File: src/design/stef_pkg.sv
`timescale 1ns / 1ps
// ----------------------------------------------------------------------------
// stef_pkg: shared types and constants of the spanning tree edge filter
// Vertex and label widths, the queue entry passed from front to back, and
// the clamp that turns the vertex count register into the count in use.
// ----------------------------------------------------------------------------
package stef_pkg;

    localparam int MAX_VERTICES = 64;
    localparam int VIDX_W       = 6;    // vertex index and label width
    localparam int VCNT_W       = 7;    // vertex count register width
    localparam int CNT_W        = 6;    // tree edge count width
    localparam int COUNT_MAX    = 63;   // tree edge count saturates here
    localparam int QDEPTH       = 2;
    localparam int QPTR_W       = 1;
    localparam int QCNT_W       = 2;

    typedef logic [VIDX_W-1:0] t_vidx;
    typedef logic [VCNT_W-1:0] t_vcnt;
    typedef logic [CNT_W-1:0]  t_cnt;

    // class of an item as decided by the front part
    typedef enum logic [1:0] {
        OP_START,
        OP_BAD,
        OP_EDGE
    } t_op;

    typedef struct packed {
        t_op   op;
        t_vidx va;
        t_vidx vb;
    } t_qent;

    typedef struct packed {
        logic full;
        logic empty;
    } t_qstat;

    // vertex count clamped to the label store depth
    function automatic t_vcnt eff_count(input t_vcnt vc);
        if (vc > VCNT_W'(MAX_VERTICES)) begin
            return VCNT_W'(MAX_VERTICES);
        end
        return vc;
    endfunction

endpackage

File: src/design/stef_if.sv
`timescale 1ns / 1ps
// ----------------------------------------------------------------------------
// stef_if: item channels of the spanning tree edge filter
// Valid/ready channels for candidate edge items and for result items.
// ----------------------------------------------------------------------------
interface stef_in_if import stef_pkg::*; ();
    logic  valid;
    logic  ready;
    logic  kind;
    t_vidx vertex_a;
    t_vidx vertex_b;

    modport source (output valid, output kind, output vertex_a, output vertex_b,
                    input ready);
    modport sink   (input valid, input kind, input vertex_a, input vertex_b,
                    output ready);
endinterface

interface stef_out_if import stef_pkg::*; ();
    logic valid;
    logic ready;
    logic accepted;
    t_cnt tree_edges;
    logic tree_complete;
    logic bad_vertex;

    modport source (output valid, output accepted, output tree_edges,
                    output tree_complete, output bad_vertex, input ready);
    modport sink   (input valid, input accepted, input tree_edges,
                    input tree_complete, input bad_vertex, output ready);
endinterface

File: src/design/stef_front.sv
`timescale 1ns / 1ps
// ----------------------------------------------------------------------------
// stef_front: item intake and classification
// Accepts an item while the queue has room and tags it as a start, an edge
// with an out-of-range endpoint, or an edge to be looked up.
// ----------------------------------------------------------------------------
module stef_front import stef_pkg::*; (
    stef_in_if.sink i_item,
    input  t_vcnt   i_vertex_count,
    input  t_qstat  i_qstat,
    output logic    o_push,
    output t_qent   o_ent
);

    t_vcnt vc_eff;
    logic  bad;

    assign i_item.ready = !i_qstat.full;
    assign o_push       = i_item.valid && !i_qstat.full;

    // range check against the count in use
    assign vc_eff = eff_count(i_vertex_count);
    assign bad    = ({1'b0, i_item.vertex_a} >= vc_eff) ||
                    ({1'b0, i_item.vertex_b} >= vc_eff);

    always_comb begin
        o_ent.va = i_item.vertex_a;
        o_ent.vb = i_item.vertex_b;
        if (!i_item.kind) begin
            o_ent.op = OP_START;
        end else if (bad) begin
            o_ent.op = OP_BAD;
        end else begin
            o_ent.op = OP_EDGE;
        end
    end

endmodule

File: src/design/stef_queue.sv
`timescale 1ns / 1ps
// ----------------------------------------------------------------------------
// stef_queue: classified item queue
// Two-entry FIFO between the front and back parts.
// ----------------------------------------------------------------------------
module stef_queue import stef_pkg::*; (
    input  logic   i_clk,
    input  logic   i_rst_n,
    input  logic   i_push,
    input  t_qent  i_push_ent,
    input  logic   i_pop,
    output t_qent  o_head,
    output t_qstat o_stat
);

    t_qent              r_mem [QDEPTH];
    logic [QPTR_W-1:0]  r_wptr;
    logic [QPTR_W-1:0]  r_rptr;
    logic [QCNT_W-1:0]  r_cnt;

    assign o_head       = r_mem[r_rptr];
    assign o_stat.full  = (r_cnt == QCNT_W'(QDEPTH));
    assign o_stat.empty = (r_cnt == '0);

    // pointers and fill count
    always_ff @(posedge i_clk) begin
        if (!i_rst_n) begin
            r_wptr <= '0;
            r_rptr <= '0;
            r_cnt  <= '0;
        end else begin
            if (i_push) begin
                r_wptr <= r_wptr + QPTR_W'(1);
            end
            if (i_pop) begin
                r_rptr <= r_rptr + QPTR_W'(1);
            end
            case ({i_push, i_pop})
                2'b10:   r_cnt <= r_cnt + QCNT_W'(1);
                2'b01:   r_cnt <= r_cnt - QCNT_W'(1);
                default: r_cnt <= r_cnt;
            endcase
        end
    end

    // entry storage
    always_ff @(posedge i_clk) begin
        if (i_push) begin
            r_mem[r_wptr] <= i_push_ent;
        end
    end

endmodule

File: src/design/stef_back.sv
`timescale 1ns / 1ps
// ----------------------------------------------------------------------------
// stef_back: component label store and relabel sequencer
// Looks up both endpoint labels, walks the whole label memory to merge two
// components on an accepted edge, keeps the tree edge count and registers
// the result item.
// ----------------------------------------------------------------------------
module stef_back import stef_pkg::*; (
    input  logic        i_clk,
    input  logic        i_rst_n,
    input  t_qent       i_head,
    input  t_qstat      i_qstat,
    output logic        o_pop,
    input  t_vcnt       i_vertex_count,
    stef_out_if.source  o_result
);

    localparam int IDX_W = VIDX_W + 1;

    typedef enum logic [1:0] {
        S_IDLE,
        S_CMP,
        S_WALK,
        S_RESULT
    } t_state;

    t_state r_state, n_state;
    t_vidx  r_la, n_la;
    t_vidx  r_lb, n_lb;
    logic [IDX_W-1:0] r_idx, n_idx;
    logic   r_pend, n_pend;
    t_cnt   r_count, n_count;
    logic   r_acc, n_acc;
    logic   r_bad, n_bad;
    logic   r_out_valid, n_out_valid;
    logic   r_out_acc, n_out_acc;
    t_cnt   r_out_cnt, n_out_cnt;
    logic   r_out_cmp, n_out_cmp;
    logic   r_out_bad, n_out_bad;

    // label memory, per-entry valid bits and registered read ports
    t_vidx  mem [MAX_VERTICES];
    logic [MAX_VERTICES-1:0] r_vld;
    t_vidx  r_rd_a, r_rd_b;
    t_vidx  r_rd_addr_a, r_rd_addr_b;
    logic   r_rd_vld_a, r_rd_vld_b;

    t_vidx  rd_addr_a, rd_addr_b;
    logic   wr_en;
    logic   clr;
    t_vidx  eff_a, eff_b;
    logic   walk_end;
    t_vcnt  vc_eff;

    // an entry never written since the last start holds its own index
    assign eff_a    = r_rd_vld_a ? r_rd_a : r_rd_addr_a;
    assign eff_b    = r_rd_vld_b ? r_rd_b : r_rd_addr_b;
    assign walk_end = (r_idx == IDX_W'(MAX_VERTICES));
    assign vc_eff   = eff_count(i_vertex_count);

    // next-state logic
    always_comb begin
        n_state     = r_state;
        n_la        = r_la;
        n_lb        = r_lb;
        n_idx       = r_idx;
        n_pend      = r_pend;
        n_count     = r_count;
        n_acc       = r_acc;
        n_bad       = r_bad;
        n_out_valid = r_out_valid;
        n_out_acc   = r_out_acc;
        n_out_cnt   = r_out_cnt;
        n_out_cmp   = r_out_cmp;
        n_out_bad   = r_out_bad;
        o_pop       = 1'b0;
        rd_addr_a   = i_head.va;
        rd_addr_b   = i_head.vb;
        wr_en       = 1'b0;
        clr         = 1'b0;

        if (r_out_valid && o_result.ready) begin
            n_out_valid = 1'b0;
        end

        unique case (r_state)
            S_IDLE: begin
                if (!i_qstat.empty) begin
                    o_pop = 1'b1;
                    n_acc = 1'b0;
                    n_bad = 1'b0;
                    unique case (i_head.op)
                        OP_START: begin
                            clr     = 1'b1;
                            n_count = '0;
                            n_state = S_RESULT;
                        end
                        OP_BAD: begin
                            n_bad   = 1'b1;
                            n_state = S_RESULT;
                        end
                        OP_EDGE: begin
                            n_state = S_CMP;
                        end
                        default: begin
                            n_state = S_IDLE;
                        end
                    endcase
                end
            end
            S_CMP: begin
                if (eff_a != eff_b) begin
                    n_la    = eff_a;
                    n_lb    = eff_b;
                    n_idx   = '0;
                    n_pend  = 1'b0;
                    n_state = S_WALK;
                end else begin
                    n_state = S_RESULT;
                end
            end
            S_WALK: begin
                // read entry idx while writing back the entry read last cycle
                rd_addr_a = r_idx[VIDX_W-1:0];
                n_pend    = !walk_end;
                if (!walk_end) begin
                    n_idx = r_idx + IDX_W'(1);
                end
                if (r_pend && (eff_a == r_lb)) begin
                    wr_en = 1'b1;
                end
                if (walk_end && !r_pend) begin
                    if (r_count != CNT_W'(COUNT_MAX)) begin
                        n_count = r_count + CNT_W'(1);
                    end
                    n_acc   = 1'b1;
                    n_state = S_RESULT;
                end
            end
            S_RESULT: begin
                if (!r_out_valid || o_result.ready) begin
                    n_out_valid = 1'b1;
                    n_out_acc   = r_acc;
                    n_out_cnt   = r_count;
                    n_out_cmp   = (({1'b0, r_count} + VCNT_W'(1)) >= vc_eff);
                    n_out_bad   = r_bad;
                    n_state     = S_IDLE;
                end
            end
            default: begin
                n_state = S_IDLE;
            end
        endcase
    end

    // state and registered outputs
    always_ff @(posedge i_clk) begin
        if (!i_rst_n) begin
            r_state     <= S_IDLE;
            r_pend      <= 1'b0;
            r_count     <= '0;
            r_out_valid <= 1'b0;
        end else begin
            r_state     <= n_state;
            r_pend      <= n_pend;
            r_count     <= n_count;
            r_out_valid <= n_out_valid;
        end
        r_la      <= n_la;
        r_lb      <= n_lb;
        r_idx     <= n_idx;
        r_acc     <= n_acc;
        r_bad     <= n_bad;
        r_out_acc <= n_out_acc;
        r_out_cnt <= n_out_cnt;
        r_out_cmp <= n_out_cmp;
        r_out_bad <= n_out_bad;
    end

    // valid bits: a start item returns every vertex to its own component
    always_ff @(posedge i_clk) begin
        if (!i_rst_n || clr) begin
            r_vld <= '0;
        end else if (wr_en) begin
            r_vld[r_rd_addr_a] <= 1'b1;
        end
    end

    // label memory: one write port, two registered read ports
    always_ff @(posedge i_clk) begin
        if (wr_en) begin
            mem[r_rd_addr_a] <= r_la;
        end
        r_rd_a      <= mem[rd_addr_a];
        r_rd_b      <= mem[rd_addr_b];
        r_rd_addr_a <= rd_addr_a;
        r_rd_addr_b <= rd_addr_b;
        r_rd_vld_a  <= r_vld[rd_addr_a];
        r_rd_vld_b  <= r_vld[rd_addr_b];
    end

    assign o_result.valid         = r_out_valid;
    assign o_result.accepted      = r_out_acc;
    assign o_result.tree_edges    = r_out_cnt;
    assign o_result.tree_complete = r_out_cmp;
    assign o_result.bad_vertex    = r_out_bad;

endmodule

File: src/design/spanning_tree_edge_filter.sv
`timescale 1ns / 1ps
// ----------------------------------------------------------------------------
// spanning_tree_edge_filter: Kruskal edge acceptance over sorted edges
// Each input item gives exactly one result item. A start item clears all
// components at once (no clearing pass after reset or start). An edge with an
// out-of-range endpoint, or with both ends already in one component, is
// rejected without a walk. An accepted edge starts the relabel walk, which
// reads every entry of the label memory through one read port, one per cycle.
// A two-entry queue lets the block take further items during a walk, and a
// registered output holds a result until it is taken. vertex_count is set
// through the APB port at address 0 and must only be written while idle.
// ----------------------------------------------------------------------------
module spanning_tree_edge_filter import stef_pkg::*; (
    input  logic        i_clk,
    input  logic        i_rst_n,
    stef_in_if.sink     i_item,
    stef_out_if.source  o_result,
    input  logic        psel,
    input  logic        penable,
    input  logic        pwrite,
    input  logic [2:0]  paddr,
    input  logic [31:0] pwdata,
    output logic [31:0] prdata,
    output logic        pready
);

    localparam logic REG_VERTEX_COUNT = 1'b0;

    t_vcnt  r_vertex_count;
    logic   push;
    logic   pop;
    t_qent  push_ent;
    t_qent  head;
    t_qstat qstat;

    // configuration register
    always_ff @(posedge i_clk) begin
        if (!i_rst_n) begin
            r_vertex_count <= VCNT_W'(MAX_VERTICES);
        end else if (psel && penable && pwrite && (paddr[2] == REG_VERTEX_COUNT)) begin
            r_vertex_count <= pwdata[VCNT_W-1:0];
        end
    end

    assign pready = 1'b1;
    assign prdata = (paddr[2] == REG_VERTEX_COUNT) ? {{(32-VCNT_W){1'b0}}, r_vertex_count}
                                                  : 32'd0;

    stef_front u_front (
        .i_item         (i_item),
        .i_vertex_count (r_vertex_count),
        .i_qstat        (qstat),
        .o_push         (push),
        .o_ent          (push_ent)
    );

    stef_queue u_queue (
        .i_clk      (i_clk),
        .i_rst_n    (i_rst_n),
        .i_push     (push),
        .i_push_ent (push_ent),
        .i_pop      (pop),
        .o_head     (head),
        .o_stat     (qstat)
    );

    stef_back u_back (
        .i_clk          (i_clk),
        .i_rst_n        (i_rst_n),
        .i_head         (head),
        .i_qstat        (qstat),
        .o_pop          (pop),
        .i_vertex_count (r_vertex_count),
        .o_result       (o_result)
    );

endmodule

File: src/flat_wrapper.sv
// flat-port wrapper written by rule: the top's interface ports become plain ports
module spanning_tree_edge_filter_flat import stef_pkg::*;
  (i_clk, i_rst_n, psel, penable, pwrite, paddr, pwdata, prdata, pready, i_item_valid, i_item_kind, i_item_vertex_a, i_item_vertex_b, i_item_ready, o_result_valid, o_result_accepted, o_result_tree_edges, o_result_tree_complete, o_result_bad_vertex, o_result_ready);
  stef_in_if i_item_i ();
  stef_out_if o_result_i ();
  input  logic i_clk;
  input  logic i_rst_n;
  input  logic psel;
  input  logic penable;
  input  logic pwrite;
  input  logic [2:0] paddr;
  input  logic [31:0] pwdata;
  output logic [31:0] prdata;
  output logic pready;
  input wire logic [$bits(i_item_i.valid)-1:0] i_item_valid;
  input wire logic [$bits(i_item_i.kind)-1:0] i_item_kind;
  input wire logic [$bits(i_item_i.vertex_a)-1:0] i_item_vertex_a;
  input wire logic [$bits(i_item_i.vertex_b)-1:0] i_item_vertex_b;
  output wire logic [$bits(i_item_i.ready)-1:0] i_item_ready;
  output wire logic [$bits(o_result_i.valid)-1:0] o_result_valid;
  output wire logic [$bits(o_result_i.accepted)-1:0] o_result_accepted;
  output wire logic [$bits(o_result_i.tree_edges)-1:0] o_result_tree_edges;
  output wire logic [$bits(o_result_i.tree_complete)-1:0] o_result_tree_complete;
  output wire logic [$bits(o_result_i.bad_vertex)-1:0] o_result_bad_vertex;
  input wire logic [$bits(o_result_i.ready)-1:0] o_result_ready;
  assign i_item_i.valid = i_item_valid;
  assign i_item_i.kind = i_item_kind;
  assign i_item_i.vertex_a = i_item_vertex_a;
  assign i_item_i.vertex_b = i_item_vertex_b;
  assign i_item_ready = i_item_i.ready;
  assign o_result_valid = o_result_i.valid;
  assign o_result_accepted = o_result_i.accepted;
  assign o_result_tree_edges = o_result_i.tree_edges;
  assign o_result_tree_complete = o_result_i.tree_complete;
  assign o_result_bad_vertex = o_result_i.bad_vertex;
  assign o_result_i.ready = o_result_ready;
  spanning_tree_edge_filter u_core (.i_clk(i_clk), .i_rst_n(i_rst_n), .i_item(i_item_i), .o_result(o_result_i), .psel(psel), .penable(penable), .pwrite(pwrite), .paddr(paddr), .pwdata(pwdata), .prdata(prdata), .pready(pready));
endmodule
File: config.mk
export PLATFORM = sky130hd
export DESIGN_NAME = spanning_tree_edge_filter_flat
export DESIGN_NICKNAME = d
export VERILOG_FILES = /design/src/design/stef_pkg.sv /design/src/design/stef_if.sv /design/src/design/stef_front.sv /design/src/design/stef_queue.sv /design/src/design/stef_back.sv /design/src/design/spanning_tree_edge_filter.sv /design/src/flat_wrapper.sv
export SDC_FILE = /design/constraint.sdc
export NUM_CORES = 1
export LEC_CHECK = 0
export BUFFER_PORTS_ARGS = -buffer_cell sky130_fd_sc_hd__buf_2
export CORE_AREA = 2 2 239 289
export CTS_CLUSTER_SIZE = 16
export DETAILED_ROUTE_END_ITERATION = 6
export DIE_AREA = 0 0 241 291
export PLACE_DENSITY = 0.61
export SETUP_SLACK_MARGIN = 0.15
export SYNTH_ARGS = -nofsm -noshare
export SYNTH_HDL_FRONTEND = slang
export SYNTH_HIERARCHICAL = 1
export SYNTH_SLANG_ARGS = --single-unit
File: constraint.sdc
create_clock -name i_clk -period 3.5 [get_ports i_clk]
set_input_delay 0.875 -clock i_clk [delete_from_list [all_inputs] [get_ports i_clk]]
set_output_delay 0.875 -clock i_clk [all_outputs]
set_load 0.02 [all_outputs]
==> reports/qor.csv <==
metric,value,unit
syn_area_per_cell,14.5,µm²
via_per_inst,5.96,
holdBufCountCts,0,
ys_ff_latch,554,
fill_cells,5972,
crit_arrival,3.54,ns
dr_wl_met3,5650,µm
wl_met2,37000,µm
ys_async_sr_fraction,0,
r2r_end,u_core/u_back/mem[55][3],
grt_pass1_vias,17300,
swShare,0.366,
finalSetupViolations,0,
drt-pass1-iter-count,6,
max_slew_margin,0.344,
top_layer,met5,
p_leak,10.4,nW
clock.fmax,306,MHz
start_util,0.395,
die_height,291,µm
cp-start-kind,flop,
cts.sinks,554,
layout_commonest_cell,edfxtp_1,
ctsRootBufferMaster,clkbuf_16,
synth_cells,1837,
power.density,801,nW/µm²
die_area,70100,µm²
ff2ff_path_depth,6,
critical_path_peak_fanout,8,
switchingPower,8.92,mW
worstSetupEndpointType,flop,
hold_depth,0,
crit_required,3.77,ns
ant_nets,0,
wirelength,76600,µm
met1Wirelength,29500,µm
period_share,0.933,
slew_viol_final,0,
ys_types,70,
dp_hpwl,52100,µm
synth-edff-count,442,
place_ws,0.185,ns
status,completed,
ir_drop,419,µV
hold_path.class,reg -> reg,
path_class,reg -> reg,
die_w,241,µm
antenna_found_initial,2,
clock_path_buffers,3,
worstHoldEndpoint,u_core/u_back/o_result.bad_vertex,
drive_above_1_share,0.280,
wl_per_cell,26.5,µm
grt_pass1_wl,114000,µm
setup-tns-final,0,ns
worstMarginPinSlew,0.981,ns
maxCapViolations,0,
clock_latency,0.63,ns
grt_overflow,0,
multi_input_area,10300,µm²
htreeDepth,2,
fin_skew,0.0313,ns
core,67500,µm²
yosys_warnings,6,
cts_buffers,56,
rsz0062_at_grt,yes,
grt_usage,0.219,
rows,105,
n_antenna_cell,0,
p_int,15.5,mW
area_delta_synth_final,14.0,%
comb_power_share,0.406,
ios,99,
final_cell_mix,"442 x edfxtp_1, 157 x mux4_2, 136 x buf_4",
r2r-start,u_core/u_back/r_rd_vld_a,
netlist_area,26700,µm²
synth_ff_type,edfxtp_1,
place.gp.congestion,0.955,
holdCritStartpoint,u_core/u_back/r_bad,
path_clk_slew,0.07,ns
ys_seq_area_frac,0.581,
drc,0,
io_buffers,45,
regToRegSetupSlack,0.23,ns
grt_start_max_net_pins,65,
hold_viol,0,
min_period,3.27,ns
p_clk_frac,0.260,
nets,2018,
regArea,15500,µm²
vias,17300,
tritoncts,yes,
drt_iter0_markers,1692,
setup_slack,0.235,ns
power_frac_seq,0.333,
worst max path at each step:
stage | startpoint | endpoint | slack [ns] | cells after the start
6_report | u_core/u_back/r_rd_vld_a | u_core/u_back/mem[55][3] | 0.23 | 6
2_1_floorplan | flop | u_core/u_back/r_rd_b[0] | 0.63 | 7
3_3_place_gp | u_core/u_back/r_state[0] | u_core/u_back/r_rd_a[5] | 0.28 | 11
5_1_grt | u_core/u_back/r_state[0] | u_core/u_back/r_rd_a[5] | 0.08 | 11
4_1_cts | u_core/u_back/r_state[0] | u_core/u_back/r_rd_a[5] | 0.16 | 11
3_5_place_dp | u_core/u_back/r_state[0] | u_core/u_back/r_rd_a[5] | 0.19 | 11
sequential cells by signal, summed over array words and instances (netlist names), 2 cells and up, named ones only:
signal,cells
u_core/u_back/r_la,6
u_core/u_back/r_vld,64
u_core/u_back/r_idx,7
u_core/u_back/r_rd_addr_b,6
u_core/u_queue/r_cnt,2
u_core/u_back/o_result.tree_edges,6
u_core/r_vertex_count,7
u_core/u_back/r_rd_b,6
u_core/u_queue/r_mem,28
u_core/u_back/r_count,6
u_core/u_back/mem,384
u_core/u_back/r_lb,6
u_core/u_back/r_rd_addr_a,6
u_core/u_back/r_rd_a,6
u_core/u_back/r_state,2
routing by layer:
metal / vias up / GRT usage
li1: 7429 / -
met4: 2 / 0.118
met5: - / 0
met2: 838 / 0.355
met1: 8782 / 0.281
met3: 204 / 0.0333
what timing repair did:
item,CTS,global route
buffers inserted,0,0
setup endpoints to repair,0,39
resized for setup,0,5
cell usage after synthesis, drive strengths merged, types with 6 or more instances:
cell type | n | area, µm²
nand2b | 9 | 56.3
and3 | 12 | 75.1
nand3 | 12 | 60.1
a21oi | 63 | 315
nor2 | 100 | 490
ha | 27 | 338
a31oi | 9 | 56.3
nand2 | 131 | 492
mux2i | 92 | 953
mux4 | 157 | 3540
nor4 | 7 | 50.1
clkbuf | 69 | 259
and2 | 12 | 75.1
edfxtp | 442 | 13300
a211oi | 30 | 225
dfxtp | 112 | 2240
o22ai | 39 | 244
a22oi | 21 | 158
o21a | 68 | 510
or3 | 6 | 37.5
and2b | 8 | 70.1
or3b | 6 | 52.6
a311oi | 13 | 114
o21ai | 16 | 80.1
a21boi | 11 | 82.6
o311ai | 6 | 52.6
mux2 | 64 | 721
a222oi | 48 | 480
inv | 30 | 113
nor2b | 29 | 181
buf | 104 | 658
xnor2 | 20 | 175
nor3 | 14 | 70.1
cell type report:
| type | instances | area share |
|---|---|---|
| Clock buffer | 74 | 0.0516 |
| Sequential cell | 554 | 0.509 |
| Clock inverter | 32 | 0.0122 |
| Inverter | 32 | 0.00394 |
| Tap cell | 909 | 0.0373 |
| Timing Repair Buffer | 190 | 0.0468 |
| Multi-Input combinational cell | 1102 | 0.339 |
critical path, stage by stage (launching register included):
cell	delay, ns
dfxtp_1	0.55
mux2i_2	0.36
xnor2_1	0.12
nor4_2	0.44
nand3_1	0.30
or3b_1	0.67
nor2_2	0.47
power groups by stage:
| stage | Clock, mW | Combinational [mW] | Sequential, mW |
|---|---|---|---|
| after CTS | 6.44 | 9.82 | 8.12 |
| after floorplan | 0 | 6.10 | 8.30 |
| after detailed placement | 0 | 9.77 | 8.26 |
| final | 6.35 | 9.91 | 8.13 |
| after global placement | 0 | 9.70 | 8.25 |
| after global routing | 6.69 | 10.4 | 8.17 |
per-stage QoR:
stage | hold slack, ns | util | instances | instance area [µm²] | power [mW]
final | 0.431 | 0.451 | 2893 | 30500 | 24.4
after global routing | 0.448 | 0.451 | 2893 | 30500 | 25.2
after CTS | 0.434 | 0.451 | 2893 | 30400 | 24.4
after detailed placement | 0.420 | 0.422 | 2787 | 28500 | 18.0
after global placement | 0.408 | 0.422 | 2787 | 28500 | 17.9
after floorplan | 0.400 | - | 1861 | 26800 | 14.4
cell families (layout without fill, tap and decap cells):
family,after synthesis,after routing,share of synthesized area
DFF,554,554,0.581
and+or+nand+nor,360,360,0.0678
muxes,313,313,0.195
xor gates and xnor gates,24,24,0.00787
AOI/OAI and AO/OA,352,352,0.0964
other,2,26,0.000281
adders and majority gates,27,27,0.0127
buffers and inverters,205,328,0.0388
No activity file was read; power rests on OpenSTA's default activity.
